**src/hw/rtl/lkv_ram.sv**
```systemverilog
// Generic simple dual-port RAM with one write port and a registered read port.
`timescale 1ns / 1ps
`default_nettype none

module lkv_ram #(
   parameter int WIDTH = 8,
   parameter int DEPTH = 16
) (
   input  wire logic                       clock,
   input  wire logic                       wr_en,
   input  wire logic [$clog2(DEPTH)-1:0]   wr_addr,
   input  wire logic [WIDTH-1:0]           wr_data,
   input  wire logic [$clog2(DEPTH)-1:0]   rd_addr,
   output logic      [WIDTH-1:0]           rd_data
);

   logic [WIDTH-1:0] mem [DEPTH];

   always_ff @(posedge clock) begin
      if (wr_en) begin
         mem[wr_addr] <= wr_data;
      end
      rd_data <= mem[rd_addr];
   end

endmodule

`default_nettype wire

```
**config.mk**
```make
export PLATFORM = sky130hd
export DESIGN_NAME = lkv_ram
export DESIGN_NICKNAME = d
export VERILOG_FILES = /design/src/hw/rtl/lkv_ram.sv
export SDC_FILE = /design/constraint.sdc
export NUM_CORES = 1
export LEC_CHECK = 0
export ABC_AREA = 1
export BUFFER_PORTS_ARGS = -buffer_cell sky130_fd_sc_hd__buf_2
export CORE_UTILIZATION = 40
export DETAILED_ROUTE_END_ITERATION = 8
export GPL_TIMING_DRIVEN = 0
export SKIP_LAST_GASP = 1
export SYNTH_ARGS = -nofsm -noshare
export SYNTH_HDL_FRONTEND = slang
export SYNTH_SLANG_ARGS = --single-unit
```
**constraint.sdc**
```tcl
create_clock -name clock -period 2.55 [get_ports clock]
set_input_delay 0.6375 -clock clock [delete_from_list [all_inputs] [get_ports clock]]
set_output_delay 0.6375 -clock clock [all_outputs]
set_load 0.05 [all_outputs]
```
==> results.txt <==
The flow ran to the end, and the final reports show no timing, DRC or antenna violations. The net count of the finished layout is 610. From synthesis to final layout, the design area changed by 15.27%. The routed via count divided by cell count is approximately 5.0. The floorplan step set the die width to between 100 and 150 um.

Summing the areas of all fa, ha and maj instances in the mapped netlist gives 0% of the synthesized area. Entering global routing, the biggest net connects 17 pins. The violation count after the first detailed-route iteration came out at 380. In this run the cell area measured after placement is 0.006102 sq mm.

Registers take 0.004004 sq mm. Timing would allow up to approximately 0.56 GHz. The power density over cell area is 776.8 mW/mm^2. The repair_antennas step left the layout with diodes totalling 0.

The average cell area after synthesis came out at between 10 and 15 sq um. The initial antenna violation count is 0. STA classifies the critical path endpoint as a register. The total negative setup slack came out at 0 ps. At the worst endpoint, the arrival time is roughly 1800 ps.

The count of final hold-check violations is 0. The biggest area contributor in the post-synthesis netlist is edfxtp_1. In this run the critical register-to-register path is launched from mem[3][2].

The number of I/O pins is 26. The global-route wire length before repair came out at 21.40 mm. The multi-input combinational cells in the finished layout cover a total of around 0.0012 sq mm. The final period utilization is 69.85%. The final RePlAce weighted congestion is 0.8614.

The number of resized instances in the post-cts repair step is 0. Synthesis inferred 136 register bits. The total setup buffers inserted after CTS came out at 0. The number of buffers added by the clock tree synthesis step came out at 17.

The count of input and output buffers is 22. For this design, the CTS-stage hold fixing added 0 buffers. The maximum resistive drop on vdd came out at 0.4400 mV.

The transition time at the pin with the least slew margin came out at 984.2 ps. The ratio of cells with drive above 1 in the final layout came out at 11.74%. In this run the tightest slew margin relative to its limit is about 34%.

The worst hold slack is 643.3 ps. Counting instances, the worst hold path has a depth of 1. The required time of the critical path is 2580 ps. The die outline area is 0.01490 sq mm. The post-detailed-routing wire length came out at 13.74 mm. The clock tree skew after final layout is between 5 and 6 ps. The DRC violation count after routing is 0. Measured against the total synthesized area, the mux share comes to 0%.

The first-pass iteration count of the detailed router is 5. The number of instances in the synthesized netlist came out at 551. The static leakage is 0.002872 uW. The final-report max-slew violation count is 0.

The number of maximum-capacitance constraint violations came out at 0. In the layout the commonest cells are 173 x nand2_1, 128 x edfxtp_1, 100 x inv_1. The number of standard-cell rows in the floorplan came out at 43.

The post-synth design cell area is 0.005767 sq mm. After synthesis, the largest family of logic cells by area is simple AND/OR/NAND/NOR gates. The setup check on the worst reg-to-reg path leaves a slack of 1530 ps.

The proportion of synthesized chip area in sequential cells is 69.43%. TritonCTS built the clock tree. The launch point of the critical path is wr_addr[3]. The path with the worst hold slack has its endpoint at mem[0][2]. The startpoint identified for the worst hold timing path is wr_data[2]. The kind of start point of the critical path is an input pin. On the critical path the largest part of the delay comes from simple AND/OR/NAND/NOR gates. Summing the areas of all and, or, nand and nor instances in the mapped netlist gives 21.05% of the synthesized area. The count of endpoints failing setup in the final report is 0. The remaining global-route overflow came out at 0. The path type of the worst setup path is in2reg. Setup repair after global routing left no endpoint under its margin. The critical path goes through buf_2 > nand3b_1 > nor2_1.

The distinct cell type count of the synthesized netlist came out at 12. The fill cell total of the finished layout is 1274. The total half-perimeter wirelength after legalization and detailed placement is roughly 9.0 mm.

The final core area utilization is 47.52%. The floorplan step set the die height to 122.1 um. The via count of the first global-routing pass is 3741.

By area the synthesized netlist is led by edfxtp_1 67%, nand2_1 11%, nand3_1 8.4%. Of all nets on the critical path, the largest fanout is 8. Counting cells, the worst reg-to-reg path comes to 6. In this run the critical register-to-register path is captured at rd_data[2]. The compound-gate portion of the synthesized area is 0%. Summing all non-filler instances in the final layout gives an area of 0.006648 sq mm.

The post-route minimum period came out at around 1800 ps. The clock edge transition at the registers on the reported setup and hold paths is around 50 ps. The via count of the routed design is 3919. The initial utilization of the core area, before any placement, comes to between 40% and 50%. The deepest level of the CTS H-tree is 4. The net count of the mapped netlist came out at 569.

The average detailed-routed wire length per instance came out at 17.51 um. CTS placed an instance of clkbuf_16 at the clock tree root. The post-route antenna net violation count is 0. The worst-path cell with the longest stage delay is nor2_1. At the later pin of the worst-skew pair, clock insertion delay measures 410 ps. The biggest cell delay along the critical path is ~800 ps. The clock sink total is 136.

The xor/xnor cell area share of the yosys netlist came out at 0%. The number of buffers between clock root and the deepest sink is 2. The critical path buffer and inverter count is 1. The number of synthesis warnings is 0. Global routing used 20.13% of the available tracks across all layers. The area fraction of the dominant cell type after synthesis came out at roughly two thirds.

The placeable core area came out at between 0.01 and 0.015 sq mm. The worst hold path belongs to the class in2reg. The most common cell after layout, fill and taps aside is nand2_1.
state kept, by name (all words and copies together) (netlist names):
register / count
mem: 128
rd_data: 8
how the worst max path moves through the flow:
stage                  to  slack, ps  cells after the start
4_1_cts         mem[6][4]        770                      3
6_report        mem[6][4]        770                      3
3_5_place_dp    mem[6][3]        340                      3
2_1_floorplan  mem[10][0]        960                      2
5_1_grt         mem[6][0]        740                      3
3_3_place_gp    mem[6][1]        410                      3
metrics by stage:
step           power, uW  worst slack, ps  std cells
3_3_place_gp        2923            409.7        753
4_1_cts             5168            765.8        785
5_1_grt             5313            736.5        785
2_1_floorplan       2785            961.7        551
3_5_place_dp        2929            344.0        753
6_report            5164            768.7        785
power breakdown:
group          switching, uW  internal, uW  total [uW]
Clock                    863          1410        2280
Combinational            278          96.1         374
Sequential              12.6          2500        2510
Total                   1150          4010        5160
cells in the mapped netlist:
| master | n |
|---|---|
| nor2_1 | 17 |
| buf_2 | 13 |
| buf_4 | 4 |
| inv_1 | 100 |
| edfxtp_1 | 128 |
| dfxtp_1 | 8 |
| buf_1 | 1 |
| nand2_1 | 173 |
| nand3b_1 | 2 |
| buf_6 | 6 |
| nand3_1 | 97 |
| inv_2 | 2 |
metal layers:
layer	share of wire, %	up-vias	GRT usage [%]
li1	-	1855	-
met1	42	1837	27.63
met2	45	190	30.76
met3	8.3	37	3.839
met4	3.9	0	9.680
met5	0	-	0
cell families after synthesis:
| kind of cell | count (synthesis) |
|---|---|
| flip-flops | 136 |
| buffers and inverters | 126 |
| AND/OR/NAND/NOR | 289 |
area by class of cell:
cell class                      count  share of cell area (%)
Timing Repair Buffer               22                   1.656
Tap cell                          180                   3.388
Multi-Input combinational cell    289                   18.26
Clock buffer                       20                   6.569
Buffer                             24                   2.503
Inverter                          102                   5.759
Clock inverter                     12                   1.637
Sequential cell                   136                   60.23
(Power assumes the default switching activity.)
