--- src/hw/rtl/lkv_pkg.sv ---
// Shared types, codes and microcode word layout for the linked key/value table.
`timescale 1ns / 1ps
`default_nettype none

package lkv_pkg;

   localparam int KEY_W    = 32;
   localparam int VALUE_W  = 64;
   localparam int SLOT_W   = 10;
   localparam int OP_W     = 2;
   localparam int STATUS_W = 3;
   localparam int STEP_W   = 4;

   localparam logic [OP_W-1:0] OP_SET    = 2'd0;
   localparam logic [OP_W-1:0] OP_GET    = 2'd1;
   localparam logic [OP_W-1:0] OP_DELETE = 2'd2;

   localparam logic [STATUS_W-1:0] ST_ADDED     = 3'd0;
   localparam logic [STATUS_W-1:0] ST_UPDATED   = 3'd1;
   localparam logic [STATUS_W-1:0] ST_FOUND     = 3'd2;
   localparam logic [STATUS_W-1:0] ST_REMOVED   = 3'd3;
   localparam logic [STATUS_W-1:0] ST_NOT_FOUND = 3'd4;
   localparam logic [STATUS_W-1:0] ST_FULL      = 3'd5;

   typedef logic [STEP_W-1:0] step_type;

   localparam step_type STEP_IDLE     = 4'd0;
   localparam step_type STEP_LOOK     = 4'd1;
   localparam step_type STEP_WALK     = 4'd2;
   localparam step_type STEP_DISPATCH = 4'd3;
   localparam step_type STEP_SET_UPD  = 4'd4;
   localparam step_type STEP_SET_READ = 4'd5;
   localparam step_type STEP_SET_ADD  = 4'd6;
   localparam step_type STEP_GET_READ = 4'd7;
   localparam step_type STEP_GET_OUT  = 4'd8;
   localparam step_type STEP_DEL_LINK = 4'd9;
   localparam step_type STEP_DEL_FREE = 4'd10;
   localparam step_type STEP_MISS     = 4'd11;
   localparam step_type STEP_FULL     = 4'd12;

   typedef enum logic [3:0] {
      UOP_NONE,
      UOP_LATCH,
      UOP_WALK_INIT,
      UOP_WALK,
      UOP_WRITE_VALUE,
      UOP_READ_FREE,
      UOP_ALLOC,
      UOP_READ_VALUE,
      UOP_FOUND,
      UOP_UNLINK,
      UOP_PUSH_FREE,
      UOP_RESPOND
   } uop_type;

   typedef enum logic [2:0] {
      JMP_NEXT,
      JMP_ALWAYS,
      JMP_IF_IDLE,
      JMP_IF_MORE,
      JMP_IF_BAD_OP,
      JMP_DISPATCH
   } jump_type;

   typedef struct packed {
      uop_type               uop;
      jump_type              jump;
      step_type              target;
      logic                  rsp_en;
      logic [STATUS_W-1:0]   status;
   } lkv_ctrl_type;

   typedef struct packed {
      logic                start;
      logic                walk_more;
      logic                bad_op;
      logic                hit;
      logic                full;
      logic [OP_W-1:0]     op;
   } lkv_flags_type;

   typedef struct packed {
      logic [OP_W-1:0]          op;
      logic signed [KEY_W-1:0]  key_hash;
      logic [VALUE_W-1:0]       value_word;
   } lkv_req_type;

   typedef struct packed {
      logic [STATUS_W-1:0] status;
      logic [VALUE_W-1:0]  read_value;
      logic [SLOT_W-1:0]   slot;
   } lkv_rsp_type;

endpackage

`default_nettype wire

--- src/hw/rtl/lkv_sequencer.sv ---
// Microcode store and step counter that drive the key/value table datapath.
`timescale 1ns / 1ps
`default_nettype none

module lkv_sequencer import lkv_pkg::*; (
   input  wire logic          clock,
   input  wire logic          reset,
   input  wire lkv_flags_type flags,
   output lkv_ctrl_type       ctrl,
   output logic               busy
);

   step_type upc_ff;
   step_type upc_in;
   step_type dispatch_step;

   function automatic lkv_ctrl_type ucode(input step_type step);
      lkv_ctrl_type w;
      w.uop    = UOP_NONE;
      w.jump   = JMP_ALWAYS;
      w.target = STEP_IDLE;
      w.rsp_en = 1'b0;
      w.status = ST_NOT_FOUND;
      unique case (step)
         STEP_IDLE: begin
            w.uop    = UOP_LATCH;
            w.jump   = JMP_IF_IDLE;
            w.target = STEP_IDLE;
         end
         STEP_LOOK: begin
            w.uop    = UOP_WALK_INIT;
            w.jump   = JMP_IF_BAD_OP;
            w.target = STEP_MISS;
         end
         STEP_WALK: begin
            w.uop    = UOP_WALK;
            w.jump   = JMP_IF_MORE;
            w.target = STEP_WALK;
         end
         STEP_DISPATCH: begin
            w.jump = JMP_DISPATCH;
         end
         STEP_SET_UPD: begin
            w.uop    = UOP_WRITE_VALUE;
            w.rsp_en = 1'b1;
            w.status = ST_UPDATED;
         end
         STEP_SET_READ: begin
            w.uop  = UOP_READ_FREE;
            w.jump = JMP_NEXT;
         end
         STEP_SET_ADD: begin
            w.uop    = UOP_ALLOC;
            w.rsp_en = 1'b1;
            w.status = ST_ADDED;
         end
         STEP_GET_READ: begin
            w.uop  = UOP_READ_VALUE;
            w.jump = JMP_NEXT;
         end
         STEP_GET_OUT: begin
            w.uop    = UOP_FOUND;
            w.rsp_en = 1'b1;
            w.status = ST_FOUND;
         end
         STEP_DEL_LINK: begin
            w.uop  = UOP_UNLINK;
            w.jump = JMP_NEXT;
         end
         STEP_DEL_FREE: begin
            w.uop    = UOP_PUSH_FREE;
            w.rsp_en = 1'b1;
            w.status = ST_REMOVED;
         end
         STEP_MISS: begin
            w.uop    = UOP_RESPOND;
            w.rsp_en = 1'b1;
            w.status = ST_NOT_FOUND;
         end
         STEP_FULL: begin
            w.uop    = UOP_RESPOND;
            w.rsp_en = 1'b1;
            w.status = ST_FULL;
         end
         default: begin
            w.jump = JMP_ALWAYS;
         end
      endcase
      return w;
   endfunction

   assign ctrl = ucode(upc_ff);
   assign busy = (upc_ff != STEP_IDLE);

   // Multi-way branch once the walk has settled whether the key is present.
   always_comb begin
      unique case (flags.op)
         OP_SET: begin
            if (flags.hit) begin
               dispatch_step = STEP_SET_UPD;
            end else if (flags.full) begin
               dispatch_step = STEP_FULL;
            end else begin
               dispatch_step = STEP_SET_READ;
            end
         end
         OP_GET:    dispatch_step = flags.hit ? STEP_GET_READ : STEP_MISS;
         OP_DELETE: dispatch_step = flags.hit ? STEP_DEL_LINK : STEP_MISS;
         default:   dispatch_step = STEP_MISS;
      endcase
   end

   always_comb begin
      unique case (ctrl.jump)
         JMP_NEXT:      upc_in = upc_ff + 1'b1;
         JMP_ALWAYS:    upc_in = ctrl.target;
         JMP_IF_IDLE:   upc_in = flags.start ? upc_ff + 1'b1 : ctrl.target;
         JMP_IF_MORE:   upc_in = flags.walk_more ? ctrl.target : upc_ff + 1'b1;
         JMP_IF_BAD_OP: upc_in = flags.bad_op ? ctrl.target : upc_ff + 1'b1;
         JMP_DISPATCH:  upc_in = dispatch_step;
         default:       upc_in = STEP_IDLE;
      endcase
   end

   always_ff @(posedge clock) begin
      if (reset) begin
         upc_ff <= STEP_IDLE;
      end else begin
         upc_ff <= upc_in;
      end
   end

endmodule

`default_nettype wire

--- config.mk ---
export PLATFORM = sky130hd
export DESIGN_NAME = lkv_sequencer
export DESIGN_NICKNAME = d
export VERILOG_FILES = /design/src/hw/rtl/lkv_pkg.sv /design/src/hw/rtl/lkv_sequencer.sv
export SDC_FILE = /design/constraint.sdc
export NUM_CORES = 1
export LEC_CHECK = 0
export ABC_CLOCK_PERIOD_IN_PS = 1600
export BUFFER_PORTS_ARGS = -buffer_cell sky130_fd_sc_hd__buf_2
export CORE_MARGIN = 5
export CORE_UTILIZATION = 35
export CTS_CLUSTER_DIAMETER = 50
export CTS_CLUSTER_SIZE = 28
export DETAILED_ROUTE_END_ITERATION = 8
export GPL_TIMING_DRIVEN = 0
export HOLD_SLACK_MARGIN = 0.05
export SLEW_MARGIN = 10
export SYNTH_ARGS = -nofsm -noshare
export SYNTH_HDL_FRONTEND = slang
export SYNTH_SLANG_ARGS = --single-unit
--- constraint.sdc ---
create_clock -name clock -period 1.6 [get_ports clock]
set_input_delay 0.16 -clock clock [delete_from_list [all_inputs] [get_ports clock]]
set_output_delay 0.16 -clock clock [all_outputs]
set_load 0.02 [all_outputs]
==> results.py <==
metrics = {
    "finish": {
        "ff_latch_area_um2": 87.6,
        "layout-drive-gt1-share_pct": 49.2,
        "multi_input_area_um2": 628,
        "fill_cells": 213,
        "areaGrowthSynthToFinish_pct": 48.1,
        "top_regs": "upc_ff: 4 flops",
        "final_util_pct": 53.4,
        "fin_area_um2": 1040,
        "antenna_cells": 0,
        "fin_nets": 151,
        "largest_reg_flops": 4,
        "regMostFlops": "upc_ff",
    },
    "timing": {
        "setup_violations": 6,
        "period_minus_slack_ns": 1.71,
        "holdWs_ns": 0.187,
        "fin_worst_skew_ns": 0.00110,
        "fin_crit_sh_pct": 107,
        "hold_viol_final": 0,
        "achievable-frequency_ghz": 0.586,
        "setup_ws_ns": -0.107,
        "rsz0062_at_grt": "yes",
        "drv_slew": 0,
    },
    "logic_synthesis": {
        "synth_ff_type": "dfxtp_1",
        "yosys-top-cells-count": "13 x a21oi_1, 12 x nor2_1, 9 x o21ai_0",
        "synthesis.nets": 118,
        "netlist.area_leader.share_pct": 14.3,
        "synthTopCellsByArea": "ha_1 14%, dfxtp_1 11%, a21oi_1 9.3%",
        "synth_edf_count": 0,
        "ys_seq_elements": 4,
        "synthCells": 101,
        "async_flop_share_pct": 0,
        "ys_types": 36,
        "synth.most_common_cell": "a21oi_1",
        "synth_area_per_cell_um2": 6.92,
        "synth_area_um2": 699,
        "yosysTopAreaCell": "ha_1",
        "yosys_warnings": 0,
        "synth_seq_area_share_pct": 11.4,
    },
    "cts": {
        "cts_buffer_depth": 2,
        "clkTransAtPathRegs_ns": 0.04,
        "cts-root-buf": "clkbuf_4",
        "cts_made_buffers": 3,
        "cts_hold_repair.buffers": 0,
        "cts_tree": "built",
        "h-tree-depth": 1,
        "clk_latency_ns": 0.23,
        "cts.sinks": 4,
    },
    "outcome": {
        "violations": "setup timing",
        "status": "complete, but fails checks",
    },
    "power": {
        "clockPowerShare_pct": 9.1,
        "irDropWorstVdd_v": 0.000638,
        "seq_power_share_pct": 11.9,
        "leakagePower_nw": 0.472,
        "p_int_w": 0.000717,
        "comb_power_share_pct": 79.0,
        "swShare_pct": 48.8,
        "powerDensity_nw_per_um2": 1350,
        "net-switching-power_w": 0.000684,
    },
    "critical_path": {
        "end_kind": "output port",
        "critical_path.max_stage_delay_ns": 0.39,
        "crit_type": "register to output port",
        "start_kind": "register",
        "critPathMaxFanout": 6,
        "r2r_cells": 8,
        "worst-path-buf-inv": 3,
        "path_depth": 7,
        "worstPathCellList": "inv_4, ha_4, buf_4, nor2_4, a21oi_2, o21a_1, buf_6",
        "crit_family": "flip-flops",
        "crit_required_ns": 1.44,
        "slowest_stage": "dfxtp_4",
        "worstPathArrival_ns": 1.55,
    },
    "detailed_routing": {
        "viasPerCell": 5.30,
        "detail-route-antenna-nets": 0,
        "drt_wl_total_um": 2250,
        "first_pass_iters": 4,
        "wire_per_inst_um": 14.2,
        "num_vias": 843,
        "drc_errors": 0,
        "drt_iter0_drc": 6,
    },
    "grt": {
        "grt_pass1_wl_um": 3670,
        "grt_pass1_vias": 814,
        "overflow": 0,
        "grt_usage_pct": 16.9,
        "grt_max_degree": 12,
        "grt_antenna_before_repair": 0,
    },
    "floorplan": {
        "core.rowCount": 16,
        "die_w_um": 54.7,
        "die_height_um": 54.7,
        "dieArea_um2": 2990,
        "initial_core_util_pct": 36.0,
        "core_um2": 1940,
        "io_pins": 25,
    },
    "place": {
        "hpwl_um": 1540,
        "place_area_um2": 848,
        "place_congestion": 0.775,
        "port_buffers": 23,
    },
    "hold_path": {
        "holdPathStages": 2,
        "min_path_type": "primary input to register",
    },
    "flow_run": {
        "cap_viol_max_count": 0,
    },
}
==> cell families after synthesis <==
kind of cell | Yosys count | share of synthesized area, %
DFF | 4 | 11.4
and+or+nand+nor | 40 | 32.0
AOI/OAI and AO/OA | 32 | 28.4
other | 1 | 0.536
adders and majority gates | 8 | 14.3
buffers and inverters | 15 | 11.8
muxes | 1 | 1.43
==> routing by layer <==
layer / part of all wire (%) / GRT usage (%) / up-vias
met5: 0 / 0 / -
met4: 4.1 / 8.71 / 0
met3: 5.9 / 3.54 / 12
met2: 50 / 29.5 / 45
met1: 40 / 18.8 / 371
li1: - / - / 415
==> timing repair <==
| item | 4_1_cts | 5_1_grt |
|---|---|---|
| gates resized for setup | 33 | 9 |
| pin swaps | 4 | 7 |
| endpoints found under the setup margin | 17 | 7 |
| buffers inserted | 4 | 3 |
==> power by group through the flow <==
stage	Sequential [W]	Clock (W)	Combinational, W
final	0.000167	0.000127	0.00111
after global routing	0.000169	0.000144	0.00120
after floorplan	0.000136	0	0.000605
after detailed placement	0.000146	0	0.000819
after global placement	0.000144	0	0.000815
after CTS	0.000167	0.000132	0.00102
==> final timing paths <==
check | from | endpoint | slack [ns]
max reg2reg | upc_ff[1] | upc_ff[1] | -0.03
min reg2reg | upc_ff[1] | upc_ff[3] | 0.63
max | upc_ff[1] | ctrl[14] | -0.11
min | reset | upc_ff[2] | 0.19
==> through the flow <==
step	power [W]	TNS, ns	worst slack (ns)	instances
floorplan	0.000741	0	0.0296	101
global placement	0.000959	-0.520	-0.118	151
detailed placement	0.000965	-0.896	-0.185	151
CTS	0.00132	-0.354	-0.131	156
global route	0.00151	-0.839	-0.181	159
finish	0.00140	-0.346	-0.107	159
==> worst register-to-register path, stage by stage, from the launching register on <==
cell and delay (ns):
dfxtp_4 0.39, inv_4 0.06, ha_4 0.18, buf_4 0.14
nor2_4 0.14, buf_4 0.14, o22ai_1 0.09, nor4_1 0.24
a32o_2 0.19
==> placed cells by master (no fill, tap or decap), types with 3 or more instances in the layout <==
cell type	instances
ha_4	4
o21ai_0	5
clkbuf_4	4
buf_2	18
or2_4	3
nand2b_1	6
buf_4	13
nand2_1	5
a21oi_1	11
inv_1	4
nor2_1	11
buf_6	3
ha_1	4
==> area by class of cell <==
type / instances / area share [%]
timing repair buffer: 30 / 18.4
multi-input combinational: 82 / 60.6
sequential: 4 / 8.45
inverter: 8 / 3.38
buffer: 5 / 3.74
tap: 27 / 3.26
clock buffer: 3 / 2.17
No activity file was read; power rests on OpenSTA's default activity.
